<file path="src/hw/rtl/cordic_sc_pkg.sv">
package cordic_sc_pkg;

   // Field and datapath widths.
   localparam int ANGLE_W = 32;
   localparam int OUT_W = 18;
   localparam int DATA_W = 20;
   localparam int REM_W = 31;
   localparam int PHASE_W = 19;
   localparam int QUOT_BITS = 13;
   localparam int TAB_LEN = 18;

   typedef logic signed [ANGLE_W-1:0] angle_type;
   typedef logic signed [ANGLE_W:0] wide_type;
   typedef logic signed [DATA_W-1:0] data_type;
   typedef logic signed [OUT_W-1:0] out_type;
   typedef logic [REM_W-1:0] rem_type;

   // How an angle is brought back into [-pi, pi].
   typedef enum logic [1:0] {
      FOLD_PASS = 2'd0,
      FOLD_POS = 2'd1,
      FOLD_NEG = 2'd2
   } fold_type;

   // Fixed-point constants, 65536 = 1.0.
   localparam data_type INV_K = 20'sh09B74;
   localparam data_type HALF_PI = 20'sh1921F;
   localparam data_type PI_FX = 20'sh3243F;
   localparam int unsigned TWO_PI_INT = 32'd411774;

   // Arctangent of 2^-k, one entry per rotation step.
   localparam data_type ATAN_TAB [TAB_LEN] = '{
      20'sh0C90F, 20'sh076B1, 20'sh03EB6, 20'sh01FD5,
      20'sh00FFA, 20'sh007FF, 20'sh003FF, 20'sh001FF,
      20'sh000FF, 20'sh0007F, 20'sh0003F, 20'sh0001F,
      20'sh0000F, 20'sh00007, 20'sh00003, 20'sh00001,
      20'sh00000, 20'sh00000
   };

endpackage

</file>
<file path="src/hw/rtl/cordic_sine_cosine.sv">
// Sine and cosine of a signed 16.16 angle in radians, returned as signed 2.16 in
// 18 bits. The angle is reduced modulo 2*pi into [-pi, pi], reflected into
// [-pi/2, pi/2] (a reflection negates the cosine), then rotated by ITERATIONS
// CORDIC stages. The pipeline takes one word per clock unless stalled and holds
// nothing between words. Its registers are one entry stage, 13 remainder stages
// that each strip one quotient bit of the 2*pi reduction, one fold stage, one
// stage per rotation and the output register. A stall on the result side holds
// only the stages that are full, so bubbles close up before the input is held off.
module cordic_sine_cosine #(
   parameter int ITERATIONS = 18
) (
   input  logic                    clock,
   input  logic                    reset,
   input  logic                    req_valid,
   output logic                    req_stall,
   input  cordic_sc_pkg::angle_type req_angle,
   output logic                    rsp_valid,
   input  logic                    rsp_stall,
   output cordic_sc_pkg::out_type   rsp_sine,
   output cordic_sc_pkg::out_type   rsp_cosine
);
   import cordic_sc_pkg::*;

   logic     red_ready;
   logic     red_valid;
   data_type red_angle;
   logic     red_refl;
   logic     rot_ready;

   // Range reduction and reflection.
   cordic_sc_reduce u_reduce (
      .clock     (clock),
      .reset     (reset),
      .in_valid  (req_valid),
      .in_ready  (red_ready),
      .in_angle  (req_angle),
      .out_valid (red_valid),
      .out_ready (rot_ready),
      .out_angle (red_angle),
      .out_refl  (red_refl)
   );

   // Rotation stages and output register.
   cordic_sc_rotate #(
      .ITERATIONS (ITERATIONS)
   ) u_rotate (
      .clock      (clock),
      .reset      (reset),
      .in_valid   (red_valid),
      .in_ready   (rot_ready),
      .in_angle   (red_angle),
      .in_refl    (red_refl),
      .out_valid  (rsp_valid),
      .out_ready  (!rsp_stall),
      .out_sine   (rsp_sine),
      .out_cosine (rsp_cosine)
   );

   assign req_stall = !red_ready;

endmodule

</file>
<file path="src/hw/rtl/cordic_sc_reduce.sv">
module cordic_sc_reduce (
   input  logic                    clock,
   input  logic                    reset,
   input  logic                    in_valid,
   output logic                    in_ready,
   input  cordic_sc_pkg::angle_type in_angle,
   output logic                    out_valid,
   input  logic                    out_ready,
   output cordic_sc_pkg::data_type  out_angle,
   output logic                    out_refl
);
   import cordic_sc_pkg::*;

   // Stage 0 forms the offset value, stages 1..QUOT_BITS each remove one quotient bit.
   localparam int NSTEP = QUOT_BITS + 1;

   logic     valid_ff [NSTEP];
   fold_type mode_ff [NSTEP];
   rem_type  rem_ff [NSTEP];
   logic [NSTEP:0] load;

   logic     fold_valid_ff;
   data_type fold_angle_ff;
   logic     fold_refl_ff;

   wide_type a_ext;
   wide_type pi_wide;
   wide_type u_pos;
   wide_type u_neg;
   wide_type u_pass;
   fold_type mode_in;
   rem_type  rem_in;

   assign in_ready = load[0];
   assign load[NSTEP] = !fold_valid_ff || out_ready;

   // Entry: classify the angle and form the value whose remainder is taken.
   assign a_ext = {in_angle[ANGLE_W-1], in_angle};
   assign pi_wide = wide_type'(PI_FX);
   assign u_pos = a_ext - pi_wide - 33'sd1;
   assign u_neg = -pi_wide - 33'sd1 - a_ext;
   assign u_pass = a_ext + pi_wide;

   always_comb begin
      if (a_ext > pi_wide) begin
         mode_in = FOLD_POS;
         rem_in = u_pos[REM_W-1:0];
      end else if (a_ext < -pi_wide) begin
         mode_in = FOLD_NEG;
         rem_in = u_neg[REM_W-1:0];
      end else begin
         mode_in = FOLD_PASS;
         rem_in = u_pass[REM_W-1:0];
      end
   end

   assign load[0] = !valid_ff[0] || load[1];

   always_ff @(posedge clock) begin
      if (reset) begin
         valid_ff[0] <= 1'b0;
      end else if (load[0]) begin
         valid_ff[0] <= in_valid;
      end
      if (load[0]) begin
         mode_ff[0] <= mode_in;
         rem_ff[0] <= rem_in;
      end
   end

   // Restoring remainder steps by 2*pi, highest multiple first.
   for (genvar s = 1; s < NSTEP; s++) begin : g_step
      localparam logic [REM_W:0] STEP_SUB =
         (REM_W+1)'(TWO_PI_INT) << (QUOT_BITS - s);
      logic [REM_W:0] diff;
      logic           take;
      rem_type        step_rem_in;

      assign diff = {1'b0, rem_ff[s-1]} - STEP_SUB;
      assign take = (mode_ff[s-1] != FOLD_PASS) && !diff[REM_W];
      assign step_rem_in = take ? diff[REM_W-1:0] : rem_ff[s-1];
      assign load[s] = !valid_ff[s] || load[s+1];

      always_ff @(posedge clock) begin
         if (reset) begin
            valid_ff[s] <= 1'b0;
         end else if (load[s]) begin
            valid_ff[s] <= valid_ff[s-1];
         end
         if (load[s]) begin
            mode_ff[s] <= mode_ff[s-1];
            rem_ff[s] <= step_rem_in;
         end
      end
   end

   // Final stage: turn the remainder into [-pi, pi], then reflect into [-pi/2, pi/2].
   data_type r_ext;
   data_type wrap_angle;
   data_type fold_angle_in;
   logic     fold_refl_in;

   assign r_ext = data_type'({1'b0, rem_ff[NSTEP-1][PHASE_W-1:0]});

   always_comb begin
      case (mode_ff[NSTEP-1])
         FOLD_POS: wrap_angle = r_ext - PI_FX + 20'sd1;
         FOLD_NEG: wrap_angle = PI_FX - 20'sd1 - r_ext;
         default:  wrap_angle = r_ext - PI_FX;
      endcase
      if (wrap_angle < -HALF_PI) begin
         fold_angle_in = -PI_FX - wrap_angle;
         fold_refl_in = 1'b1;
      end else if (wrap_angle > HALF_PI) begin
         fold_angle_in = PI_FX - wrap_angle;
         fold_refl_in = 1'b1;
      end else begin
         fold_angle_in = wrap_angle;
         fold_refl_in = 1'b0;
      end
   end

   always_ff @(posedge clock) begin
      if (reset) begin
         fold_valid_ff <= 1'b0;
      end else if (load[NSTEP]) begin
         fold_valid_ff <= valid_ff[NSTEP-1];
      end
      if (load[NSTEP]) begin
         fold_angle_ff <= fold_angle_in;
         fold_refl_ff <= fold_refl_in;
      end
   end

   assign out_valid = fold_valid_ff;
   assign out_angle = fold_angle_ff;
   assign out_refl = fold_refl_ff;

endmodule

</file>
<file path="src/hw/rtl/cordic_sc_rotate.sv">
module cordic_sc_rotate #(
   parameter int ITERATIONS = 18
) (
   input  logic                    clock,
   input  logic                    reset,
   input  logic                    in_valid,
   output logic                    in_ready,
   input  cordic_sc_pkg::data_type  in_angle,
   input  logic                    in_refl,
   output logic                    out_valid,
   input  logic                    out_ready,
   output cordic_sc_pkg::out_type   out_sine,
   output cordic_sc_pkg::out_type   out_cosine
);
   import cordic_sc_pkg::*;

   logic     valid_ff [ITERATIONS];
   data_type x_ff [ITERATIONS];
   data_type y_ff [ITERATIONS];
   data_type z_ff [ITERATIONS];
   logic     refl_ff [ITERATIONS];
   logic [ITERATIONS:0] load;

   logic     rsp_valid_ff;
   out_type  sine_ff;
   out_type  cosine_ff;

   assign in_ready = load[0];
   assign load[ITERATIONS] = !rsp_valid_ff || out_ready;

   // One rotation per stage, shift amount and arctangent fixed by position.
   for (genvar k = 0; k < ITERATIONS; k++) begin : g_iter
      logic     prev_valid;
      data_type x_prev;
      data_type y_prev;
      data_type z_prev;
      logic     refl_prev;
      data_type xs;
      data_type ys;
      data_type x_in;
      data_type y_in;
      data_type z_in;

      if (k == 0) begin : g_first
         assign prev_valid = in_valid;
         assign x_prev = INV_K;
         assign y_prev = '0;
         assign z_prev = in_angle;
         assign refl_prev = in_refl;
      end else begin : g_next
         assign prev_valid = valid_ff[k-1];
         assign x_prev = x_ff[k-1];
         assign y_prev = y_ff[k-1];
         assign z_prev = z_ff[k-1];
         assign refl_prev = refl_ff[k-1];
      end

      assign xs = x_prev >>> k;
      assign ys = y_prev >>> k;

      always_comb begin
         if (!z_prev[DATA_W-1]) begin
            x_in = x_prev - ys;
            y_in = y_prev + xs;
            z_in = z_prev - ATAN_TAB[k];
         end else begin
            x_in = x_prev + ys;
            y_in = y_prev - xs;
            z_in = z_prev + ATAN_TAB[k];
         end
      end

      assign load[k] = !valid_ff[k] || load[k+1];

      always_ff @(posedge clock) begin
         if (reset) begin
            valid_ff[k] <= 1'b0;
         end else if (load[k]) begin
            valid_ff[k] <= prev_valid;
         end
         if (load[k]) begin
            x_ff[k] <= x_in;
            y_ff[k] <= y_in;
            z_ff[k] <= z_in;
            refl_ff[k] <= refl_prev;
         end
      end
   end

   // Output register: a reflected angle flips the sign of the cosine.
   data_type cos_full;
   out_type  sine_in;
   out_type  cosine_in;

   assign cos_full = refl_ff[ITERATIONS-1] ? -x_ff[ITERATIONS-1] : x_ff[ITERATIONS-1];
   assign sine_in = y_ff[ITERATIONS-1][OUT_W-1:0];
   assign cosine_in = cos_full[OUT_W-1:0];

   always_ff @(posedge clock) begin
      if (reset) begin
         rsp_valid_ff <= 1'b0;
      end else if (load[ITERATIONS]) begin
         rsp_valid_ff <= valid_ff[ITERATIONS-1];
      end
      if (load[ITERATIONS]) begin
         sine_ff <= sine_in;
         cosine_ff <= cosine_in;
      end
   end

   assign out_valid = rsp_valid_ff;
   assign out_sine = sine_ff;
   assign out_cosine = cosine_ff;

endmodule
</file>
<file path="config.mk">
export PLATFORM = sky130hd
export DESIGN_NAME = cordic_sine_cosine
export DESIGN_NICKNAME = d
export VERILOG_FILES = /design/src/hw/rtl/cordic_sc_pkg.sv /design/src/hw/rtl/cordic_sine_cosine.sv /design/src/hw/rtl/cordic_sc_reduce.sv /design/src/hw/rtl/cordic_sc_rotate.sv
export SDC_FILE = /design/constraint.sdc
export NUM_CORES = 2
export LEC_CHECK = 0
export ABC_AREA = 1
export ABC_CLOCK_PERIOD_IN_PS = 13900
export BUFFER_PORTS_ARGS = -buffer_cell sky130_fd_sc_hd__buf_2
export CAP_MARGIN = 15
export CORE_MARGIN = 2
export CORE_UTILIZATION = 49
export CTS_CLUSTER_DIAMETER = 150
export DETAILED_ROUTE_END_ITERATION = 12
export PLACE_DENSITY = 0.73
export SLEW_MARGIN = 0
export SYNTH_ARGS = -nofsm -noshare
export SYNTH_HDL_FRONTEND = slang
export SYNTH_SLANG_ARGS = --single-unit
</file>
<file path="constraint.sdc">
create_clock -name clock -period 13.9 [get_ports clock]
set_input_delay 1.39 -clock clock [delete_from_list [all_inputs] [get_ports clock]]
set_output_delay 1.39 -clock clock [all_outputs]
set_load 0.02 [all_outputs]
</file>
# Word-level counts from Yosys, hierarchy flattened
# Memory sizes are Yosys's and may differ from the RTL's. A register that Yosys moved wholly into a read port is not among the register bits.
# Cells that the tools add are included.
# W data, S select, Z words.
# classes
n_lt_le_gt_ge	4
bitwise_logic	32
mux	235
n_addsub	123
eq_ne	2
n_reduce_logical	109
# op_table
cell	count
$mux W20	53
$mux W31	15
$mux W1	163
$logic_not A1 Y1	49
$add A20 B10 Y20	2
$add A20 B11 Y20	2
$add A20 B12 Y20	2
$add A20 B13 Y20	2
$add A20 B14 Y20	2
$add A20 B15 Y20	2
$add A20 B16 Y20	2
$add A20 B17 Y20	2
$add A20 B18 Y20	2
$add A20 B19 Y20	2
$add A20 B2 Y20 const B	2
$add A20 B3 Y20	2
$add A20 B4 Y20	2
$add A20 B5 Y20	2
$add A20 B6 Y20	2
$add A20 B7 Y20	2
$add A20 B8 Y20	2
$add A20 B9 Y20	2
$pmux W20 S2	1
$sub A19 B20 Y20 const A	2
other kinds (80)	186
# word_totals
ramBits	1592
out_inout_bits	38
reg_bits	41
word_cells	518
mem_count	8
input_bits	36
# mem_list
memory	words	width	rd	rd_clocked_by_memory_dff	write_ports	line	rtl
u_reduce.rem_ff	14	31	14	0	14	cordic_sc_reduce.sv:19	rem_type rem_ff [NSTEP];
u_rotate.x_ff	18	20	18	0	18	cordic_sc_rotate.sv:18	data_type x_ff [ITERATIONS];
u_rotate.y_ff	18	20	18	1	18	cordic_sc_rotate.sv:19	data_type y_ff [ITERATIONS];
u_rotate.z_ff	18	20	17	0	18	cordic_sc_rotate.sv:20	data_type z_ff [ITERATIONS];
u_reduce.mode_ff	14	2	14	0	14	cordic_sc_reduce.sv:18	fold_type mode_ff [NSTEP];
u_rotate.refl_ff	18	1	18	0	18	cordic_sc_rotate.sv:21	logic refl_ff [ITERATIONS];
2 more memories	n/a	n/a	n/a	n/a	n/a	n/a	

# Logic depth before layout (Yosys ltp)
# logic_depth
word_depth	39
mapped_depth	27
depth_no_buf	27

# Hierarchy
# Synthesis repeated with hierarchy kept, for this count alone.
# unflattened
hier_cells	11784
area_unflattened_um2	107416.8
# modules_own_cells
module	area_per_inst_um2	cells_per_inst	n_inst	seq_area_each_um2
cordic_sc_rotate	81069.0	9025	1	31189.9
cordic_sc_reduce	26340.3	2757	1	14584.0
cordic_sine_cosine	7.5	2	1	0.0

# Worst setup path after synthesis
# OpenSTA, ideal clock, no wires.
# synth_timing
kind	input to output
from	input rsp_stall
to	output req_stall
t_arrival_ns	9.834
slack_ns	2.676
required_ns	12.510
path_buffers	0
stages	18
cell_sequence	nand3_2 nor2_4 nand4_4 nor2_4 nand4_4 nor2_4 nand4_4 nor2_4 nand4_4 nor2_4 nand4_4 nor2_4 nand4_4 nor2_4 nand4_2 nor2_4 nand4_2 inv_1
# synth_via
elab_chain_cells	36
# synth_rtl
item	line	rtl
start: declaration	cordic_sine_cosine.sv:18	input logic rsp_stall,
$logic_not A1 Y1	cordic_sine_cosine.sv:54	.out_ready (!rsp_stall),
$logic_or A1 B1 Y1	cordic_sc_rotate.sv:29	assign load[ITERATIONS] = !rsp_valid_ff || out_ready;
$logic_or A1 B1 Y1 (5 in series)	cordic_sc_rotate.sv:73	assign load[k] = !valid_ff[k] || load[k+1];
net u_rotate.load[13]	cordic_sc_rotate.sv:22	logic [ITERATIONS:0] load;
$logic_or A1 B1 Y1 (4 in series)	cordic_sc_rotate.sv:73	
net u_rotate.load[9]	cordic_sc_rotate.sv:22	
$logic_or A1 B1 Y1 (4 in series)	cordic_sc_rotate.sv:73	
net u_rotate.load[5]	cordic_sc_rotate.sv:22	
[... 4 more ...]	n/a	
net u_rotate.load[1]	cordic_sc_rotate.sv:22	
[... 4 more ...]	n/a	
net u_reduce.load[12]	cordic_sc_reduce.sv:20	logic [NSTEP:0] load;
$logic_or A1 B1 Y1 (4 in series)	cordic_sc_reduce.sv:82	assign load[s] = !valid_ff[s] || load[s+1];
net u_reduce.load[8]	cordic_sc_reduce.sv:20	
$logic_or A1 B1 Y1 (4 in series)	cordic_sc_reduce.sv:82	
net u_reduce.load[4]	cordic_sc_reduce.sv:20	
$logic_or A1 B1 Y1 (3 in series)	cordic_sc_reduce.sv:82	
$logic_or A1 B1 Y1	cordic_sc_reduce.sv:57	assign load[0] = !valid_ff[0] || load[1];
net red_ready	cordic_sine_cosine.sv:24	logic red_ready;
$logic_not A1 Y1	cordic_sine_cosine.sv:59	assign req_stall = !red_ready;
end: declaration	cordic_sine_cosine.sv:15	output logic req_stall,
# The timed path passes the listed nets, and every way through them passes these cells.

# Worst setup path in the final report
# layout_timing
from	input rsp_stall
to	output req_stall
# layout_via
elab_chain_cells	36
# layout_rtl
item	line
$logic_not A1 Y1	cordic_sine_cosine.sv:54
$logic_or A1 B1 Y1	cordic_sc_rotate.sv:29
$logic_or A1 B1 Y1	cordic_sc_rotate.sv:73
net u_rotate.load[17]	cordic_sc_rotate.sv:22
$logic_or A1 B1 Y1 (4 in series)	cordic_sc_rotate.sv:73
net u_rotate.load[13]	cordic_sc_rotate.sv:22
$logic_or A1 B1 Y1 (4 in series)	cordic_sc_rotate.sv:73
net u_rotate.load[9]	cordic_sc_rotate.sv:22
[... 4 more ...]	n/a
net u_rotate.load[5]	cordic_sc_rotate.sv:22
[... 4 more ...]	n/a
net u_rotate.load[1]	cordic_sc_rotate.sv:22
[... 4 more ...]	n/a
net u_reduce.load[12]	cordic_sc_reduce.sv:20
$logic_or A1 B1 Y1 (4 in series)	cordic_sc_reduce.sv:82
net u_reduce.load[8]	cordic_sc_reduce.sv:20
$logic_or A1 B1 Y1 (4 in series)	cordic_sc_reduce.sv:82
net u_reduce.load[4]	cordic_sc_reduce.sv:20
$logic_or A1 B1 Y1 (3 in series)	cordic_sc_reduce.sv:82
$logic_or A1 B1 Y1	cordic_sc_reduce.sv:57
net red_ready	cordic_sine_cosine.sv:24
$logic_not A1 Y1	cordic_sine_cosine.sv:59
# The timed path passes the listed nets, and every way through them passes these cells.

==> impl_results.md <==
* Outcome: completed
* # Post-CTS Setup Buffers at 0
* Initial antenna violation count at 2
* R2R depth at 22
* Reg2reg start: u_rotate.out_valid$_SDFFE_PP0P_
* CTS tree: done
* Post-synth EDFFs at 1,523
* Seq. cell area at 0.0458 sq mm
* Tightest Pin Transition at 1150 ps
* Worst clock skew at about 69 ps
* Register clock-pin slew on the reported worst setup and hold paths at 60 ps
* Layout area overhead at 9.34%
* First-pass GRT wire length at ~340 mm
* Fillcell total at about 17,000
* Die ar. at 0.207 sq mm
* CTS Root Cell: clkbuf_16
* Placer Congestion at 0.898
* Worst Hold Path EP: u_reduce.rem_ff[0][64]$_DFFE_PP_
* TritonCTS Buffers at 163
* Synth cell types at 78
* Top Ports at 74
* Htree depth at 4
* Detailed Route Iter0 Violations at between 4,000 and 5,000
* Crit Path Max Fanout at 64
* DP Cell Count at 12,900
* Post-Route WL at 213 mm
* Mapped Area at 0.0999 sq mm
* Worst Hold Launch: u_reduce.rem_ff[0][33]$_DFFE_PP_
* Largest net degree at the start of global routing at 65
* Final std cells w/o fill at 13,200
* Final Slew Violations at 0
* Mean Syn Cell Area at 9.81 sq um
* Min Tclk post-route at 10,470 ps
* Async S/R FF share, synth at 0%
* Die X at 455 um
* CP startpoint: rsp_stall
* Routed len/inst at 16.1 um
* DRC at 0
* Fmax at 95.5 MHz
* Area post-placement at 0.103 sq mm
* Max_slew headroom at 23.3%
* Area occupied by multi-input gates at 0.0496 sq mm
* DR pass1 iterations at 6
* R2r setup slk at 4440 ps
* Crit end category: output pin
* Critical path type: in -> out
* PostCTS Resize Cnt at 0
* Die Ht at ~460 um
* Area of the core at 0.202 sq mm
* Design Area, Final at 0.109 sq mm
* Vias in the first global route at 69,800
* Hold-fix buffers, CTS at 0
* Worst hold slack at roughly 380 ps
* Port Buffer Count at 73
* Final setup fails at 0
* Area leader, netlist: edfxtp_1
* Most instantiated cells after synthesis: edfxtp_1 (1,523), nand2_1 (1,497), inv_1 (1,083), xor2_1 (1,073), ha_1 (993)
* Synth Register Bits at around 1,500
* Share of cells above drive strength 1 at around 4.5%
* Final nets at 11,400
* Placement Rows at 165
* Worst Path Required at 12,510 ps
* Final Hold Fails at 0
* Worst-Skew Late Latency at 850 ps
* Clk buf depth at 3
* Post-Synthesis Cells at 10,200
* Worst r2r dst: u_reduce.rem_ff[0][69]$_DFFE_PP_
* Initial Utilization at 49.4%
* Tot GR Track Use at between 20% and 30%
* Clock sinks at around 1,500
* Tcrit/Tclk final at 75.3%
* YS warnings at 0
* Unrepaired setup endpoints after global routing: false
* Min-Delay Path Class: reg -> reg
* Antenna-violating nets left at 0
* Crit start category: input port
* Sequential area share after synthesis at a little under half
* Top post-synthesis cells by area: edfxtp_1 (46%), ha_1 (12%), xor2_1 (9.4%)
* WHS Path Cells at 0
* Top FF cell, synth: edfxtp_1
* Avg Vias per Cell at approximately 5.4
* TNS Setup at 0 ps
* Yosys top cell area share at 45.8%
* Max-cap violations at 0
* Vias at 71,100
* DP HPWL at 165 mm
* Net Count, Synth at 11,300
* Arrival @ worst endpoint at 9080 ps
* Global route overflow at 0
* Count leader, synth: edfxtp_1
-- flip-flops by register name, indices dropped and copies added (netlist names), 20 cells and up --
| name | flops |
|---|---|
| u_reduce.out_angle | 20 |
| u_reduce.mode_ff | 28 |
| u_rotate.x_ff | 327 |
| u_rotate.z_ff | 302 |
| u_reduce.rem_ff | 422 |
| u_rotate.y_ff | 337 |
-- worst max-delay path, stage by stage --
cell	delay, ps
buf_2	120
nand3_2	760
nor2_4	430
nand4_4	440
nor2_4	290
nand4_4	90
buf_4	340
nor2_4	250
nand4_4	100
buf_4	380
nor2_4	240
nand4_4	670
nor2_4	460
nand4_4	530
nor2_4	320
nand4_4	530
nor2_4	350
nand4_2	100
buf_4	290
nor2_4	170
nand4_2	80
buf_4	270
inv_1	160
buf_2	180
-- routing by layer --
| layer | GRT usage [%] | vias up | routed length [um] | part of all wire (%) |
|---|---|---|---|---|
| met5 | 0 | - | 0 | 0 |
| met4 | 7.53 | 0 | 7440 | 3.5 |
| met3 | 2.46 | 441 | 8250 | 3.9 |
| met2 | 37.0 | 1535 | 110000 | 51 |
| met1 | 23.6 | 33400 | 87600 | 41 |
| li1 | - | 35700 | - | - |
-- cells in the final DEF (no fill, tap or decap), types with 49 or more instances in the layout --
cell type and instances:
buf_2 74, clkbuf_16 163, a21oi_1 989, inv_1 1074, ha_1 993, xor2_1 1073, o21bai_1 89, a31oi_1 49
nand2_1 1495, nor3_1 170, xnor2_1 386, o21ai_0 430, nor2_1 813, fa_1 49, nand4_1 76, nand3_1 484
edfxtp_1 1523
-- area by class of cell --
type | instances | area share [%]
Multi-Input combinational cell | 7464 | 45.4
Sequential cell | 1525 | 41.9
Clock buffer | 183 | 3.80
Inverter | 1099 | 3.78
Tap cell | 2672 | 3.06
Clock inverter | 117 | 1.31
Timing Repair Buffer | 118 | 0.715
Antenna cell | 1 | 0.00229
-- through the flow --
step	utilization, %	worst slack (ps)
2_1_floorplan	-	2680
3_3_place_gp	51.2	3320
3_5_place_dp	51.2	2980
4_1_cts	53.9	3210
5_1_grt	54.0	2590
6_report	54.0	3430
-- worst max-delay path by stage --
stage / slack [ps] / end / cells after the start
floorplan: 2680 / req_stall / 18
global placement: 3320 / u_reduce.rem_ff[0][80]$_DFFE_PP_ / 22
detailed placement: 2980 / u_reduce.rem_ff[0][68]$_DFFE_PP_ / 22
CTS: 3210 / req_stall / 24
global route: 2590 / req_stall / 24
finish: 3430 / req_stall / 24
-- logic make-up after synthesis --
group	Yosys count	share of synthesized area [%]
other	1	0.00376
and+or+nand+nor	3183	13.6
xor gates and xnor gates	1461	12.8
muxes	1	0.0100
AOI/OAI and AO/OA	1776	9.80
adders and majority gates	1042	13.4
buffers and inverters	1193	4.52
DFF	1525	45.8
Power is left out: the tool's default activity adds up to more than one toggle a clock period on the data nets, which glitch-free logic cannot reach.
